### config.mk
export PLATFORM = sky130hd
export DESIGN_NAME = preemptive_priority_scheduler
export DESIGN_NICKNAME = d
export VERILOG_FILES = /design/src/hdl/pps_pkg.sv /design/src/hdl/preemptive_priority_scheduler.sv /design/src/hdl/pps_ram.sv /design/src/hdl/pps_cmp.sv
export SDC_FILE = /design/constraint.sdc
export NUM_CORES = 1
export LEC_CHECK = 0
export ABC_AREA = 1
export BUFFER_PORTS_ARGS = -buffer_cell sky130_fd_sc_hd__buf_2
export CAP_MARGIN = 30
export CORE_MARGIN = 2
export CORE_UTILIZATION = 30
export CTS_CLUSTER_SIZE = 20
export DETAILED_ROUTE_END_ITERATION = 8
export GPL_TIMING_DRIVEN = 0
export MAX_ROUTING_LAYER = met4
export PLACE_DENSITY = 0.49
export SLEW_MARGIN = 20
export SYNTH_ARGS = -nofsm -noshare
export SYNTH_HDL_FRONTEND = slang
export SYNTH_SLANG_ARGS = --single-unit
### constraint.sdc
create_clock -name clk -period 5 [get_ports clk]
set_input_delay 0 -clock clk [delete_from_list [all_inputs] [get_ports clk]]
set_output_delay 0 -clock clk [all_outputs]
set_load 0.02 [all_outputs]
### src/hdl/pps_pkg.sv
// Shared types and constants for the preemptive priority scheduler.
package pps_pkg;

  localparam int PC_W       = 5;
  localparam int SLOT_W     = 4;
  localparam int BURST_W    = 8;
  localparam int ARR_W      = 16;
  localparam int PRIO_W     = 8;
  localparam int TICK_W     = 20;
  localparam int IN_DATA_W  = 40;
  localparam int OUT_DATA_W = 48;

  localparam logic [PC_W-1:0]   PC_RESET = 5'd16;
  localparam logic [TICK_W-1:0] TICK_MAX = 20'hFFFFF;

  typedef enum logic {
    OP_LOAD = 1'b0,
    OP_TICK = 1'b1
  } op_t;

  typedef enum logic [4:0] {
    S_IDLE = 5'b00001,
    S_LOAD = 5'b00010,
    S_SCAN = 5'b00100,
    S_UPD  = 5'b01000,
    S_FIN  = 5'b10000
  } state_t;

  // Input word, lowest field in the lowest bits.
  typedef struct packed {
    logic [3:0]         pad;
    logic [PRIO_W-1:0]  priority_level;
    logic [ARR_W-1:0]   arrival_time;
    logic [BURST_W-1:0] burst_time;
    logic [SLOT_W-1:0]  slot;
  } pps_in_t;

  // Result word, lowest field in the lowest bits.
  typedef struct packed {
    logic [1:0]        pad;
    logic              all_done;
    logic [TICK_W-1:0] waiting;
    logic [TICK_W-1:0] turnaround;
    logic              finished;
    logic [SLOT_W-1:0] running_slot;
  } pps_out_t;

  // One task slot as stored in the table.
  typedef struct packed {
    logic [BURST_W-1:0] remaining;
    logic [BURST_W-1:0] burst;
    logic [ARR_W-1:0]   ready;
    logic [PRIO_W-1:0]  urg;
  } pps_entry_t;

  // Verdict of the compare unit on one slot.
  typedef struct packed {
    logic take;
    logic nonzero;
  } pps_cmp_t;

endpackage

### src/hdl/preemptive_priority_scheduler.sv
// Preemptive priority scheduler: task table in RAM, scanned by one compare unit.
// Words are handled one at a time: in_tready is high only in S_IDLE, so no new word is taken
// until the last result has entered the output register; the scan covers n = slots in use (1..MAX_TASKS).
// The scan reads one table slot per cycle through the single RAM read port;
// a stalled result holds the next word at its end.
// Reset (rst_n low, synchronous): slot table reads as empty, time is zero, slot count is 16.
module preemptive_priority_scheduler #(
  parameter int MAX_TASKS = 16
) (
  input  logic                           clk,
  input  logic                           rst_n,
  input  logic                           in_tvalid,
  output logic                           in_tready,
  // slot[3:0], burst_time[11:4], arrival_time[27:12], priority_level[35:28], zero pad
  input  logic [pps_pkg::IN_DATA_W-1:0]  in_tdata,
  // opcode
  input  logic                           in_tuser,
  output logic                           out_tvalid,
  input  logic                           out_tready,
  // running_slot[3:0], finished[4], turnaround[24:5], waiting[44:25], all_done[45], zero pad
  output logic [pps_pkg::OUT_DATA_W-1:0] out_tdata,
  // idle
  output logic                           out_tuser,
  input  logic                           cfg_we,
  input  logic [pps_pkg::PC_W-1:0]       cfg_wdata
);
  import pps_pkg::*;

  localparam int IDX_W = $clog2(MAX_TASKS);
  localparam int CNT_W = $clog2(MAX_TASKS + 1);
  localparam int CMP_W = (CNT_W > PC_W) ? CNT_W : PC_W;
  localparam int ENT_W = $bits(pps_entry_t);

  state_t              state_r, state_nxt;
  logic [PC_W-1:0]     pc_r, pc_nxt;
  pps_in_t             in_r, in_nxt;
  op_t                 op_r, op_nxt;
  logic [TICK_W-1:0]   tick_r, tick_nxt;
  logic [MAX_TASKS-1:0] valid_r, valid_nxt;
  logic                valid_q_r;
  logic [CNT_W-1:0]    rd_cnt_r, rd_cnt_nxt;
  logic                cmp_vld_r, cmp_vld_nxt;
  logic [IDX_W-1:0]    cmp_idx_r, cmp_idx_nxt;
  logic                found_r, found_nxt;
  logic [IDX_W-1:0]    best_idx_r, best_idx_nxt;
  pps_entry_t          best_ent_r, best_ent_nxt;
  logic [CNT_W-1:0]    nz_r, nz_nxt;
  logic                fin_r, fin_nxt;
  logic [TICK_W-1:0]   ta_r, ta_nxt;
  pps_out_t            res_r, res_nxt;
  logic                res_idle_r, res_idle_nxt;
  logic                out_vld_r, out_vld_nxt;
  pps_out_t            out_data_r, out_data_nxt;
  logic                out_idle_r, out_idle_nxt;

  logic [CMP_W-1:0]    n_ext;
  logic [CNT_W-1:0]    n_cnt;
  logic [CMP_W-1:0]    slot_ext;
  logic                slot_ok;
  logic [IDX_W-1:0]    ld_addr;
  logic [CMP_W-1:0]    best_ext;
  logic [TICK_W-1:0]   done_at;

  logic                ram_we;
  logic [IDX_W-1:0]    ram_waddr;
  pps_entry_t          ram_wdata;
  logic [IDX_W-1:0]    ram_raddr;
  logic [ENT_W-1:0]    ram_rdata;
  pps_entry_t          ent_rd;
  pps_cmp_t            cmp_res;

  // clamp the slot count into 1..MAX_TASKS
  always_comb begin
    n_ext = CMP_W'(pc_r);
    if (n_ext == '0) begin
      n_ext = CMP_W'(1);
    end else if (n_ext > CMP_W'(MAX_TASKS)) begin
      n_ext = CMP_W'(MAX_TASKS);
    end
    n_cnt = n_ext[CNT_W-1:0];
  end

  assign slot_ext  = CMP_W'(in_r.slot);
  assign slot_ok   = slot_ext < CMP_W'(MAX_TASKS);
  assign ld_addr   = slot_ext[IDX_W-1:0];
  assign best_ext  = CMP_W'(best_idx_r);
  assign ram_raddr = rd_cnt_r[IDX_W-1:0];
  assign ent_rd    = pps_entry_t'(ram_rdata);
  assign done_at   = (tick_r < TICK_MAX) ? tick_r + TICK_W'(1) : tick_r;

  always_comb begin
    ram_we    = 1'b0;
    ram_waddr = best_idx_r;
    ram_wdata = best_ent_r;
    ram_wdata.remaining = best_ent_r.remaining - BURST_W'(1);
    if (state_r == S_LOAD) begin
      ram_we              = slot_ok;
      ram_waddr           = ld_addr;
      ram_wdata.remaining = in_r.burst_time;
      ram_wdata.burst     = in_r.burst_time;
      ram_wdata.ready     = in_r.arrival_time;
      ram_wdata.urg       = in_r.priority_level;
    end else if (state_r == S_UPD) begin
      ram_we = (op_r == OP_TICK) && found_r;
    end
  end

  pps_ram #(
    .WIDTH (ENT_W),
    .DEPTH (MAX_TASKS)
  ) u_pps_ram (
    .clk   (clk),
    .we    (ram_we),
    .waddr (ram_waddr),
    .wdata (ram_wdata),
    .raddr (ram_raddr),
    .rdata (ram_rdata)
  );

  pps_cmp u_pps_cmp (
    .ent      (ent_rd),
    .ent_ok   (valid_q_r),
    .tick     (tick_r),
    .found    (found_r),
    .best_urg (best_ent_r.urg),
    .res      (cmp_res)
  );

  assign in_tready = (state_r == S_IDLE);

  always_comb begin
    state_nxt    = state_r;
    pc_nxt       = pc_r;
    in_nxt       = in_r;
    op_nxt       = op_r;
    tick_nxt     = tick_r;
    valid_nxt    = valid_r;
    rd_cnt_nxt   = rd_cnt_r;
    cmp_vld_nxt  = cmp_vld_r;
    cmp_idx_nxt  = cmp_idx_r;
    found_nxt    = found_r;
    best_idx_nxt = best_idx_r;
    best_ent_nxt = best_ent_r;
    nz_nxt       = nz_r;
    fin_nxt      = fin_r;
    ta_nxt       = ta_r;
    res_nxt      = res_r;
    res_idle_nxt = res_idle_r;
    out_vld_nxt  = out_vld_r;
    out_data_nxt = out_data_r;
    out_idle_nxt = out_idle_r;

    if (cfg_we) begin
      pc_nxt = cfg_wdata;
    end
    if (out_vld_r && out_tready) begin
      out_vld_nxt = 1'b0;
    end

    case (state_r)
      S_IDLE: begin
        if (in_tvalid) begin
          in_nxt      = pps_in_t'(in_tdata);
          op_nxt      = op_t'(in_tuser);
          rd_cnt_nxt  = '0;
          cmp_vld_nxt = 1'b0;
          found_nxt   = 1'b0;
          nz_nxt      = '0;
          state_nxt   = (op_t'(in_tuser) == OP_LOAD) ? S_LOAD : S_SCAN;
        end
      end
      S_LOAD: begin
        tick_nxt = '0;
        if (slot_ok) begin
          valid_nxt[ld_addr] = 1'b1;
        end
        state_nxt = S_SCAN;
      end
      S_SCAN: begin
        // issue one read per cycle, compare its data in the next cycle
        if (rd_cnt_r != n_cnt) begin
          rd_cnt_nxt  = rd_cnt_r + CNT_W'(1);
          cmp_vld_nxt = 1'b1;
          cmp_idx_nxt = ram_raddr;
        end else begin
          cmp_vld_nxt = 1'b0;
          state_nxt   = S_UPD;
        end
        if (cmp_vld_r) begin
          if (cmp_res.take) begin
            found_nxt    = 1'b1;
            best_idx_nxt = cmp_idx_r;
            best_ent_nxt = ent_rd;
          end
          if (cmp_res.nonzero) begin
            nz_nxt = nz_r + CNT_W'(1);
          end
        end
      end
      S_UPD: begin
        fin_nxt = (op_r == OP_TICK) && found_r && (best_ent_r.remaining == BURST_W'(1));
        ta_nxt  = done_at - TICK_W'(best_ent_r.ready);
        if (op_r == OP_TICK) begin
          tick_nxt = done_at;
        end
        res_nxt.pad          = '0;
        res_nxt.running_slot = ((op_r == OP_TICK) && found_r) ? best_ext[SLOT_W-1:0] : '0;
        res_idle_nxt         = !((op_r == OP_TICK) && found_r);
        res_nxt.finished     = fin_nxt;
        res_nxt.all_done     = fin_nxt ? (nz_r == CNT_W'(1)) : (nz_r == '0);
        state_nxt            = S_FIN;
      end
      S_FIN: begin
        res_nxt.turnaround = fin_r ? ta_r : '0;
        res_nxt.waiting    = (fin_r && (ta_r >= TICK_W'(best_ent_r.burst))) ?
                             ta_r - TICK_W'(best_ent_r.burst) : '0;
        // hold until the output register is free
        if (!out_vld_r || out_tready) begin
          out_vld_nxt  = 1'b1;
          out_data_nxt = res_nxt;
          out_idle_nxt = res_idle_r;
          state_nxt    = S_IDLE;
        end
      end
      default: begin
        state_nxt = S_IDLE;
      end
    endcase
  end

  always_ff @(posedge clk) begin
    if (!rst_n) begin
      state_r   <= S_IDLE;
      pc_r      <= PC_RESET;
      tick_r    <= '0;
      valid_r   <= '0;
      cmp_vld_r <= 1'b0;
      out_vld_r <= 1'b0;
      found_r   <= 1'b0;
    end else begin
      state_r   <= state_nxt;
      pc_r      <= pc_nxt;
      tick_r    <= tick_nxt;
      valid_r   <= valid_nxt;
      cmp_vld_r <= cmp_vld_nxt;
      out_vld_r <= out_vld_nxt;
      found_r   <= found_nxt;
    end
  end

  always_ff @(posedge clk) begin
    in_r       <= in_nxt;
    op_r       <= op_nxt;
    valid_q_r  <= valid_r[ram_raddr];
    rd_cnt_r   <= rd_cnt_nxt;
    cmp_idx_r  <= cmp_idx_nxt;
    best_idx_r <= best_idx_nxt;
    best_ent_r <= best_ent_nxt;
    nz_r       <= nz_nxt;
    fin_r      <= fin_nxt;
    ta_r       <= ta_nxt;
    res_r      <= res_nxt;
    res_idle_r <= res_idle_nxt;
    out_data_r <= out_data_nxt;
    out_idle_r <= out_idle_nxt;
  end

  assign out_tvalid = out_vld_r;
  assign out_tdata  = out_data_r;
  assign out_tuser  = out_idle_r;

endmodule

### src/hdl/pps_ram.sv
// Generic simple dual-port RAM with registered read.
module pps_ram #(
  parameter int WIDTH = 8,
  parameter int DEPTH = 16
) (
  input  logic                     clk,
  input  logic                     we,
  input  logic [$clog2(DEPTH)-1:0] waddr,
  input  logic [WIDTH-1:0]         wdata,
  input  logic [$clog2(DEPTH)-1:0] raddr,
  output logic [WIDTH-1:0]         rdata
);

  logic [WIDTH-1:0] mem_r [DEPTH];
  logic [WIDTH-1:0] rdata_r;

  always_ff @(posedge clk) begin
    if (we) begin
      mem_r[waddr] <= wdata;
    end
    rdata_r <= mem_r[raddr];
  end

  assign rdata = rdata_r;

endmodule

### src/hdl/pps_cmp.sv
// Shared compare unit: judges one slot against the best candidate so far.
module pps_cmp (
  input  pps_pkg::pps_entry_t         ent,
  input  logic                        ent_ok,
  input  logic [pps_pkg::TICK_W-1:0]  tick,
  input  logic                        found,
  input  logic [pps_pkg::PRIO_W-1:0]  best_urg,
  output pps_pkg::pps_cmp_t           res
);
  import pps_pkg::*;

  pps_entry_t e;
  logic       eligible;

  always_comb begin
    // a slot never loaded reads as all zero
    e           = ent_ok ? ent : '0;
    eligible    = (TICK_W'(e.ready) <= tick) && (e.remaining != '0);
    res.take    = eligible && (!found || (e.urg < best_urg));
    res.nonzero = (e.remaining != '0);
  end

endmodule

Word level (Yosys, flattened, before mapping)
Memories as Yosys holds them, arrays and structs flattened. A register that Yosys moved wholly into a read port is not among the register bits.
Cells that the tools add are included.
{"block": "op_classes", "add_sub_neg": 6, "n_lt_le_gt_ge": 9, "eq_ne": 16, "mux": 37, "bitwise_logic": 1, "reduce_logical": 28}
{"operator": "$mux 40", "count": 2}
{"operator": "$mux 5", "count": 9}
{"operator": "$mux 20", "count": 2}
{"operator": "$pmux 20 s2", "count": 1}
{"operator": "$pmux 5 s5", "count": 1}
{"operator": "$add 20x1->20 const B", "count": 1}
{"operator": "$ge 20x8->1", "count": 1}
{"operator": "$le 16x20->1", "count": 1}
{"operator": "$lt 20x20->1 const B", "count": 1}
{"operator": "$pmux 5 s2", "count": 2}
{"operator": "$sub 20x16->20", "count": 1}
{"operator": "$sub 20x8->20", "count": 1}
{"operator": "$ne 2x2->1 const B", "count": 8}
{"operator": "$or 16x16->16", "count": 1}
{"operator": "$lt 4x5->1 const B", "count": 3}
{"operator": "$mux 1", "count": 14}
{"operator": "$reduce_and 2->1", "count": 6}
{"operator": "$add 5x1->5 const B", "count": 2}
{"operator": "$eq 5x1->1 const B", "count": 2}
{"operator": "$logic_not 5->1", "count": 2}
{"operator": "$reduce_and 3->1", "count": 3}
{"operator": "$eq 8x1->1 const B", "count": 1}
{"operator": "$lt 8x8->1", "count": 1}
{"operator": "$reduce_and 4->1", "count": 2}
{"operator": "other kinds (18)", "count": 29}
{"block": "word_totals", "reg_bits": 219, "mem_bits_rw": 640, "in_bits": 51, "output_inout_bits": 51, "wordCells": 130, "memories": 1}
{"name": "u_pps_ram.mem_r", "words": 16, "word_bits": 40, "read_ports": 1, "rd_clocked_by_memory_dff": 1, "wr": 1, "line": "pps_ram.sv:14", "text": "logic [WIDTH-1:0] mem_r [DEPTH];"}

Depth between registers and ports, before layout
Gate-level depths: netlist of run 1.
{"block": "depth", "ltp_word": 7, "ltp_mapped": 19, "ltp_nobuf": 19}

Modules after synthesis
Synthesis of run 1 repeated with hierarchy kept, for this count alone.
{"block": "unflattened", "cells_unflattened": 3940, "area_unflattened_um2": 39790.7}
{"mod": "pps_ram", "instances": 1, "cells_per_inst": 2643, "area_each_um2": 28318.4, "seq_area_each_um2": 20019.2}
{"mod": "preemptive_priority_scheduler", "instances": 1, "cells_per_inst": 1137, "area_each_um2": 10586.4, "seq_area_each_um2": 6075.8}
{"mod": "pps_cmp", "instances": 1, "cells_per_inst": 160, "area_each_um2": 885.8, "seq_area_each_um2": 0.0}

Least setup slack after synthesis of run 1
No wires, ideal clock.
{"block": "synth_timing", "kind": "register -> register", "startpoint": "register valid_q_r", "endpoint": "register best_ent_r[0] (netlist bit) (enable)", "setup_time_ns": 0.445, "arrival_ns": 3.559, "required_time_ns": 4.555, "path_slack_ns": 0.996, "stages_incl_launch_ff": 13, "path_buffers": 2, "synth_period_minus_slack_ns": 4.004, "cell_sequence": "dfxtp_1 -> clkbuf_1 -> clkbuf_1 -> nand2_1 -> inv_1 -> ha_1 -> a21oi_1 -> nor2_1 -> nor3_1 -> nand2_1 -> a21oi_1 -> nand3_1 -> nor2_1"}
{"block": "synth_via", "elab_chain_cells": 5, "word_cells_on_any_way": 8, "classes_between": "order compare: 2; mux: 1; reduce/logical: 5"}
{"element": "from (decl)", "line": "preemptive_priority_scheduler.sv:40", "text": "logic valid_q_r;"}
{"element": "from (signal assigned)", "line": "preemptive_priority_scheduler.sv:254", "text": "valid_q_r <= valid_r[ram_raddr];"}
{"element": "$mux 40 (*)", "line": "pps_cmp.sv:17", "text": "e = ent_ok ? ent : '0;"}
{"element": "$le 16x20->1 (tied with other cells)", "line": "pps_cmp.sv:18", "text": "eligible = (TICK_W'(e.ready) <= tick) && (e.remaining != '0);"}
{"element": "$logic_and 1x1->1 / $logic_or 1x1->1 (equally long branches)", "line": "pps_cmp.sv:18, pps_cmp.sv:19"}
{"element": "$logic_and 1x1->1 (*)", "line": "pps_cmp.sv:19", "text": "res.take = eligible && (!found || (e.urg < best_urg));"}
{"element": "$reduce_and 3->1 (no source line) (*)"}
{"element": "to (signal assigned)", "line": "preemptive_priority_scheduler.sv:258", "text": "best_ent_r <= best_ent_nxt;"}
{"element": "to (decl)", "line": "preemptive_priority_scheduler.sv:46", "text": "pps_entry_t best_ent_r, best_ent_nxt;"}
Every way passes the cells marked *; elsewhere a longest branch is shown, timed or not.
A chain may end at the register's enable or synchronous reset.

Worst setup path after layout of run 1
{"block": "layout_timing", "startpoint": "register valid_q_r", "endpoint": "register best_ent_r[13] (netlist bit) (enable)"}
Same word-level chain as after synthesis.

==> impl_metrics.tcl, run 1 <==
set metrics [dict create \
    status "completed" \
    min_path_type "in -> reg" \
    clock_sinks 899 \
    p_per_area_nw_per_um2 411 \
    setup.worst_path.class "reg -> reg" \
    critPathRequiredTime_ps 5360 \
    port_buffers 94 \
    leakagePower_nw 15.6 \
    grt_start_max_net_pins 30 \
    slew_viol_final 0 \
    htree_levels 3 \
    skew_ps 35.3 \
    post-route-period-util_pct 75.0 \
    nFillCells 11900 \
    layout.nets 3496 \
    die_area_um2 125000 \
    ys_ff_latch 899 \
    cp-start-kind "flip-flop" \
    die_x_um 354 \
    initial_core_util_pct 30.2 \
    cts_setup_buffers 0 \
    ant_nets 0 \
    crit_chain "clkbuf_1 > clkbuf_1 > nand2_1 > inv_1 > ha_1 > a21oi_1 > nor2_1 > nor3_1 > nand2_1 > a21oi_1 > nand3_1 > nor2_4 > buf_12" \
    end_kind "flip-flop" \
    ir_worst_vdd_mv 0.265 \
    coreArea_um2 122000 \
    fmax_mhz 267 \
    critical_path.max_stage_delay_ps 590 \
    maxCapViolCount 0 \
    finalSetupViolations 0 \
    synth-seq-area-share_pct 71.0 \
    whs_ps 29.6 \
    grt_pass1_wl_um 169000 \
    stdcell_count 5100 \
    clk_latency_ps 690 \
    rsz0062_at_grt "no" \
    cts_root_buf "clkbuf_16" \
    crit_slowest_cell "nor2_4" \
    period_needed_ps 3750 \
    critPathMaxFanout 23 \
    drt_wl_total_um 118000 \
    hpwl_um 83400 \
    rows 128 \
    gp_routability_congestion 0.878 \
    dr.pass1.iters 5 \
    drc 0 \
    tightest_slew_ps 1080 \
    top_level_ports 102 \
    syn_area_per_cell_um2 12.0 \
    drive_gt1_share_pct 13.4 \
    wl_per_cell_um 23.2 \
    dr.first_iter.drc_count 2815 \
    track_usage_pct 19.0 \
    clk_pin_slew_ps 60 \
    ys_warn_count 0 \
    synthDistinctLibCells 48 \
    gr-total-overflow 0 \
    relSlewSlack_pct 28.2 \
    hold_violations 0 \
    vias 25200 \
    chipHeight_um 354 \
    syn_inst 3071 \
    power_w 0.0184 \
    cts_buffers 97 \
    cts_buffer_depth 3 \
    place_inst 4854 \
    routed_via_density 4.93 \
    antenna_found_initial 6 \
    crit_arrival_ps 4110 \
    syn_to_final_growth_pct 21.6 \
    syn_area_um2 36800 \
    grt_pass1_vias 24200 \
    cts_tree "built" \
]
==> flip-flops by register name (all words and copies together), names as in the netlist, 4 cells and up <==
signal,count
in_r,32
rd_cnt_r,5
best_idx_r,4
best_ent_r,40
tick_r,20
valid_r,16
state_r,5
res_r,6
u_pps_ram.rdata,40
nz_r,5
u_pps_ram.mem_r,640
out_tdata,46
ld_addr,4
ta_r,20
pc_r,5
cmp_idx_r,4
==> cell type report <==
cell class	instances	area, um2	share of cell area (%)
Clock buffer	132	2760	6.16
Inverter	200	751	1.68
Multi-Input combinational cell	1814	9500	21.2
Sequential cell	899	26100	58.3
Antenna cell	2	5.00	0.0112
Tap cell	1625	2030	4.55
Buffer	159	706	1.58
Timing Repair Buffer	218	2320	5.18
Clock inverter	51	564	1.26
==> layout by cell type, fill, tap and decap left out, drive strengths merged, types with 6 or more instances in the layout <==
cell type / n
nor3: 13
o211ai: 23
nor4: 6
o21ai: 401
edfxtp: 809
inv: 203
a21oi: 95
o22ai: 104
ha: 54
buf: 221
nor2: 470
nand4: 25
xnor2: 11
bufinv: 9
nand3: 105
dfxtp: 90
clkbuf: 227
nand2: 396
clkinv: 35
xor2: 29
o221ai: 57
dlygate4sd3: 61
==> power breakdown <==
part	total, W	internal, W	switching (W)
clock network	0.00742	0.00435	0.00307
registers	0.00854	0.00840	0.000140
logic	0.00240	0.000634	0.00177
total	0.0184	0.0134	0.00498
==> cells in the mapped netlist, drive strengths merged <==
cell type    n  share of area (%)
a211oi       1              0.020
a21boi       1              0.020
a21o         2              0.041
a21oi       95                1.3
a31oi        4              0.068
buf         64               0.95
clkbuf      95               0.97
clkinv       1              0.010
conb         1              0.010
dfxtp       90                4.9
edfxtp     809                 66
fa           2               0.11
ha          54                1.8
inv        199                2.0
nand2      396                4.2
nand3      105                1.5
nand3b       4              0.082
nand4       25               0.44
nor2       470                4.9
nor3        13               0.19
nor3b        1              0.034
nor4         6               0.10
o2111ai      1              0.024
o211ai      23               0.47
o21ai      401                5.5
o21bai       2              0.041
o221ai      57                1.4
o22ai      104                1.8
o31ai        1              0.020
or2          4              0.068
xnor2       11               0.26
xor2        29               0.71
==> layer usage <==
metal	vias to the layer above	part of all wire [%]	global-route usage, %
li1	11700	-	-
met1	12400	43	25.2
met2	927	46	29.8
met3	193	7.5	3.62
met4	0	2.9	5.44
met5	-	0	-
==> critical path: cells and delay by family, from the launching register on <==
kind,cells,cell delay [ps]
buffers and inverters,4,1250
and+or+nand+nor,6,1250
AOI/OAI and AO/OA,2,400
DFF,1,300
adders and majority gates,1,230
==> worst paths after layout <==
check | end | cells past startpoint | slack, ps | from
setup / recovery | best_ent_r[13] | 13 | 1250 | valid_q_r
hold / removal | in_r[30] | 2 | 30 | in_tdata[30]
setup reg to reg | best_ent_r[13] | 13 | 1250 | valid_q_r
hold reg to reg | best_ent_r[30] | 0 | 400 | u_pps_ram.rdata[30]
==> stage by stage <==
step / area [um2] / util (%) / TNS, ps / setup slack (ps)
2_1_floorplan: 36800 / - / 0 / 996
3_3_place_gp: 39300 / 32.3 / -571040 / -1260
3_5_place_dp: 40800 / 33.5 / 0 / 1160
4_1_cts: 44700 / 36.7 / 0 / 1130
5_1_grt: 44700 / 36.7 / 0 / 946
6_report: 44700 / 36.7 / 0 / 1250
==> cells by family (layout without fill, tap and decap cells) <==
family | Yosys count | count (layout) | share of synthesized area [%]
xor gates and xnor gates | 40 | 40 | 0.973
AOI/OAI and AO/OA | 692 | 692 | 10.6
adders and majority gates | 56 | 56 | 1.95
other | 1 | 4 | 0.0102
buffers and inverters | 359 | 760 | 3.96
and+or+nand+nor | 1024 | 1024 | 11.5
DFF | 899 | 899 | 71.0
==> what timing repair did <==
item | 4_1_cts | 5_1_grt
hold buffers | 61 | 0
resized for setup | 0 | 0
endpoints found under the hold margin | 65 | 0
Power figures use the tool's default switching activity.
==> run 2: changes to the inputs <==
clock period = 3.75 ns   (was 5 ns; I/O delays follow)
==> impl_metrics.tcl, run 2 (same netlist as run 1, synthesis figures left out) <==
set metrics [dict create \
    end_kind "flip-flop" \
    clk_latency_ps 690 \
    maxCapViolCount 0 \
    r2r_end "best_ent_r[6]" \
    largest_register_ffs 640 \
    slew_viol_final 0 \
    critPathMaxFanout 24 \
    final_cell_mix "edfxtp_1, nor2_1, nand2_1, o21ai_0, inv_1" \
    routed_via_density 4.91 \
    finalSetupViolations 0 \
    place_inst 4858 \
    drc 0 \
    status "completed" \
    period_needed_ps 3400 \
    antenna_found_initial 6 \
    die_area_um2 125000 \
    utilization_pct 36.9 \
    initial_core_util_pct 30.2 \
    syn_to_final_growth_pct 22.1 \
    layout.nets 3516 \
    dpl_cell_area_um2 40800 \
    whs_ps 32.7 \
    gp_routability_congestion 0.873 \
    cts_tree "built" \
    chipHeight_um 354 \
    dr.first_iter.drc_count 2779 \
    hold_violations 0 \
    largest-register "u_pps_ram.mem_r" \
    fmax_mhz 294 \
    top_level_ports 102 \
    ir_worst_vdd_mv 0.355 \
    startpoint "valid_q_r" \
    wl_per_cell_um 22.9 \
    gr-total-overflow 0 \
    design_area_um2 44900 \
    grt_pass1_wl_um 170000 \
    power_w 0.0245 \
    drt_wl_total_um 118000 \
    cts_root_buf "clkbuf_16" \
    reg2reg_from "valid_q_r" \
    min_path_type "in -> reg" \
    ant_nets 0 \
    setup.worst_path.class "reg -> reg" \
    grt_start_max_net_pins 27 \
    track_usage_pct 19.0 \
    crit_arrival_ps 3750 \
    critPathRequiredTime_ps 4100 \
    leakagePower_nw 15.7 \
    rows 128 \
    cts_buffers 101 \
    p_per_area_nw_per_um2 546 \
    rsz0062_at_grt "no" \
    tightest_slew_ps 1040 \
    clk_pin_slew_ps 60 \
    r2r_slack_ps 350 \
    clock_sinks 899 \
    relSlewSlack_pct 30.9 \
    dr.pass1.iters 5 \
    post-route-period-util_pct 90.6 \
    layout_commonest_cell "edfxtp_1" \
    cts_buffer_depth 3 \
    skew_ps 43.4 \
    reg2reg_depth 13 \
    drive_gt1_share_pct 13.3 \
    endpoint "best_ent_r[6]" \
    die_x_um 354 \
    htree_levels 3 \
    port_buffers 94 \
    hpwl_um 83200 \
    coreArea_um2 122000 \
    vias 25200 \
    grt_pass1_vias 24700 \
    cp-start-kind "flip-flop" \
    stdcell_count 5126 \
]
==> run 2: metal layers <==
layer  share of wire [%]  up-vias  GRT usage (%)
met5                   0        -              -
met4                 2.5        0           5.00
met3                 6.1      156           2.69
met2                  47      832           30.4
met1                  44    12500           25.4
li1                    -    11700              -
==> run 2: worst min path at each step <==
stage                      start          to  slack [ps]  cells past startpoint
floorplan           in_tdata[10]    in_r[10]         100                      0
global placement    in_tdata[12]    in_r[12]         180                      1
detailed placement   in_tdata[2]  ld_addr[2]         180                      1
CTS                 in_tdata[21]    in_r[21]         0.3                      2
global route         in_tdata[3]  ld_addr[3]          10                      2
finish              in_tdata[27]    in_r[27]          30                      2
==> run 2: power breakdown <==
part	switching (W)	total [W]	internal, W
Combinational	0.00232	0.00318	0.000859
Clock	0.00412	0.00996	0.00584
Sequential	0.000178	0.0114	0.0112
==> run 2: area by class of cell <==
class,instances,area (um2)
buffer,159,707
fill,11900,76800
inverter,200,751
antenna,3,7.51
tap,1625,2030
sequential,899,26100
clock inverter,50,544
timing repair buffer,233,2460
clock buffer,142,2790
multi-input combinational,1815,9500
==> run 2: critical path, cell delays in order, from the launching register on <==
cell      delay, ps
dfxtp_1         300
clkbuf_1        370
clkbuf_2        350
nand2_1          80
inv_1            70
ha_1            230
a21oi_1         140
nor2_1           50
nor3_1          140
nand2_1         200
a21oi_1         230
nand3_1         220
nor2_4          420
buf_12          240
==> run 2: metrics by stage <==
stage	TNS, ps	setup slack, ps
2_1_floorplan	0	289
3_3_place_gp	-1375100	-2380
3_5_place_dp	-200	-11.5
4_1_cts	0	62.6
5_1_grt	0	76.5
6_report	0	352
==> run 2: timing repair <==
| item | in CTS | in global routing |
|---|---|---|
| resized for setup | 0 | 4 |
| buffers inserted | 0 | 0 |
| hold buffers | 71 | 0 |
| setup endpoints to repair | 24 | 36 |
| hold endpoints to repair | 65 | 0 |
| cloned | 1 | 0 |
| pin swaps | 1 | 0 |
==> run 3: changes to the inputs <==
PLACE_DENSITY = 0.5   (was 0.49)
==> impl_metrics.tcl, run 3 (same netlist as run 1, synthesis figures left out) <==
set metrics [dict create \
    min_path_type "in -> reg" \
    period_needed_ps 3440 \
    rows 128 \
    rsz0062_at_grt "no" \
    layout.nets 3496 \
    port_buffers 94 \
    fmax_mhz 291 \
    dr.pass1.iters 7 \
    status "completed" \
    hold_path_depth 2 \
    post-route-period-util_pct 91.6 \
    htree_levels 3 \
    syn_to_final_growth_pct 21.4 \
    worstHoldEndpoint "in_r[26]" \
    largest_register_ffs 640 \
    antenna_found_initial 4 \
    grt_pass1_wl_um 167000 \
    p_sw_w 0.00654 \
    largest-register "u_pps_ram.mem_r" \
    crit_slowest_cell "dfxtp_1" \
    ir_worst_vdd_mv 0.436 \
    gr-total-overflow 0 \
    crit_top_cell "nand2_1" \
    reg2reg_depth 16 \
    maxCapViolCount 0 \
    tns_ps 0 \
    gp_routability_congestion 0.864 \
    grt_start_max_net_pins 30 \
    initial_core_util_pct 30.2 \
    critPathMaxFanout 9 \
    cts_buffers 97 \
    cts_buffer_depth 3 \
    top_level_ports 102 \
    clock_power_share_pct 40.1 \
    die_x_um 354 \
    hold_violations 0 \
    ant_nets 0 \
    setup.worst_path.class "reg -> reg" \
    path_delay_family "adder cells" \
    r2r_slack_ps 310 \
    r2r_end "ta_r[16]" \
    p_sw_share_pct 26.9 \
    die_area_um2 125000 \
    slew_viol_final 0 \
    clk_latency_ps 690 \
    end_kind "flip-flop" \
    reg2reg_from "tick_r[0]" \
    chipHeight_um 354 \
    crit_arrival_ps 3850 \
    clk_pin_slew_ps 60 \
    hold_start "in_tdata[26]" \
    cts_tree "built" \
    skew_ps 31.0 \
    relSlewSlack_pct 30.8 \
    pwr-share-comb_pct 13.0 \
    layout_commonest_cell "edfxtp_1" \
    drc 0 \
    cts_root_buf "clkbuf_16" \
    drt_wl_total_um 116000 \
    hpwl_um 82200 \
    critical_path.max_stage_delay_ps 520 \
    power_w 0.0243 \
    vias 25000 \
    leakagePower_nw 15.6 \
    cts_setup_buffers 0 \
    wl_per_cell_um 22.7 \
    dr.first_iter.drc_count 2601 \
    cp-start-kind "flip-flop" \
    crit_buf_inv 3 \
    p_per_area_nw_per_um2 544 \
    drive_gt1_share_pct 13.3 \
    power.internal_w 0.0177 \
    finalSetupViolations 0 \
    grt_pass1_vias 24100 \
    clock_sinks 899 \
    p_seq_share_pct 46.9 \
    routed_via_density 4.91 \
    critPathRequiredTime_ps 4170 \
    crit_chain "ha_2 > nand3_2 > inv_2 > nand2_4 > xor2_1 > inv_1 > ha_1 > inv_1 > fa_1 > nand3_1 > nand2_1 > a21oi_1 > o21ai_0 > nand2_1 > nand2_1 > xnor2_1" \
    final_cell_mix "edfxtp_1, nor2_1, nand2_1, o21ai_0, inv_1" \
    tightest_slew_ps 1040 \
    coreArea_um2 122000 \
    track_usage_pct 18.7 \
]
-- run 3: cell types whose count changed in the layout (fill, tap and decap cells not counted), moves of 3 or more --
cell | before | now
buf_12 | 11 | 8
buf_16 | 25 | 28
buf_6 | 23 | 20
clkbuf_1 | 126 | 115
clkbuf_16 | 103 | 98
clkbuf_8 | 7 | 12
dlygate4sd3_1 | 71 | 57
inv_16 | 1 | 4
-- run 3: final cells by class --
type                            instances  area (um2)
Inverter                              200         751
Tap cell                             1625        2030
Timing Repair Buffer                  217        2330
Buffer                                159         707
Fill cell                           11900       77100
Clock inverter                         47         541
Multi-Input combinational cell       1815        9500
Antenna cell                            2        5.00
Sequential cell                       899       26100
Clock buffer                          131        2700
-- run 3: routing by layer --
metal	track usage, %	share of wire [%]	up-vias
met5	-	0	-
met4	5.13	2.8	0
met3	3.03	6.5	175
met2	29.6	47	884
met1	24.8	44	12300
li1	-	-	11700
-- run 3: repair_timing --
action / CTS / global route
hold buffers: 57 / 0
setup endpoints to repair: 0 / 26
hold endpoints to repair: 65 / 0
gates resized for setup: 0 / 3
-- run 3: metrics by stage --
stage,hold slack (ps),utilization [%],instance area [um2],instances,worst slack [ps]
after floorplan,98.9,-,36800,3072,289
after global placement,179,32.3,39300,4791,-2200
after detailed placement,178,33.6,40800,4857,26.6
after CTS,3.04,36.7,44600,5092,1.59
after global routing,24.6,36.7,44700,5095,9.56
final,42.0,36.7,44700,5095,314
-- run 3: worst max path at each step --
stage / startpoint / to / depth (start not counted)
2_1_floorplan: state_r[2] / nz_r[0] / 5
3_3_place_gp: state_r[3] / u_pps_ram.mem_r[4][10] / 6
3_5_place_dp: valid_q_r / best_ent_r[4] / 13
4_1_cts: valid_q_r / best_ent_r[7] / 13
5_1_grt: tick_r[0] / ta_r[16] / 16
6_report: tick_r[0] / ta_r[16] / 16
-- run 3: power groups by stage --
stage	Combinational [W]	Sequential, W	Clock (W)
after floorplan	0.00169	0.0115	0
after global placement	0.00302	0.0116	0
after detailed placement	0.00310	0.0116	0
after CTS	0.00316	0.0114	0.00986
after global routing	0.00344	0.0114	0.0103
final	0.00317	0.0114	0.00973
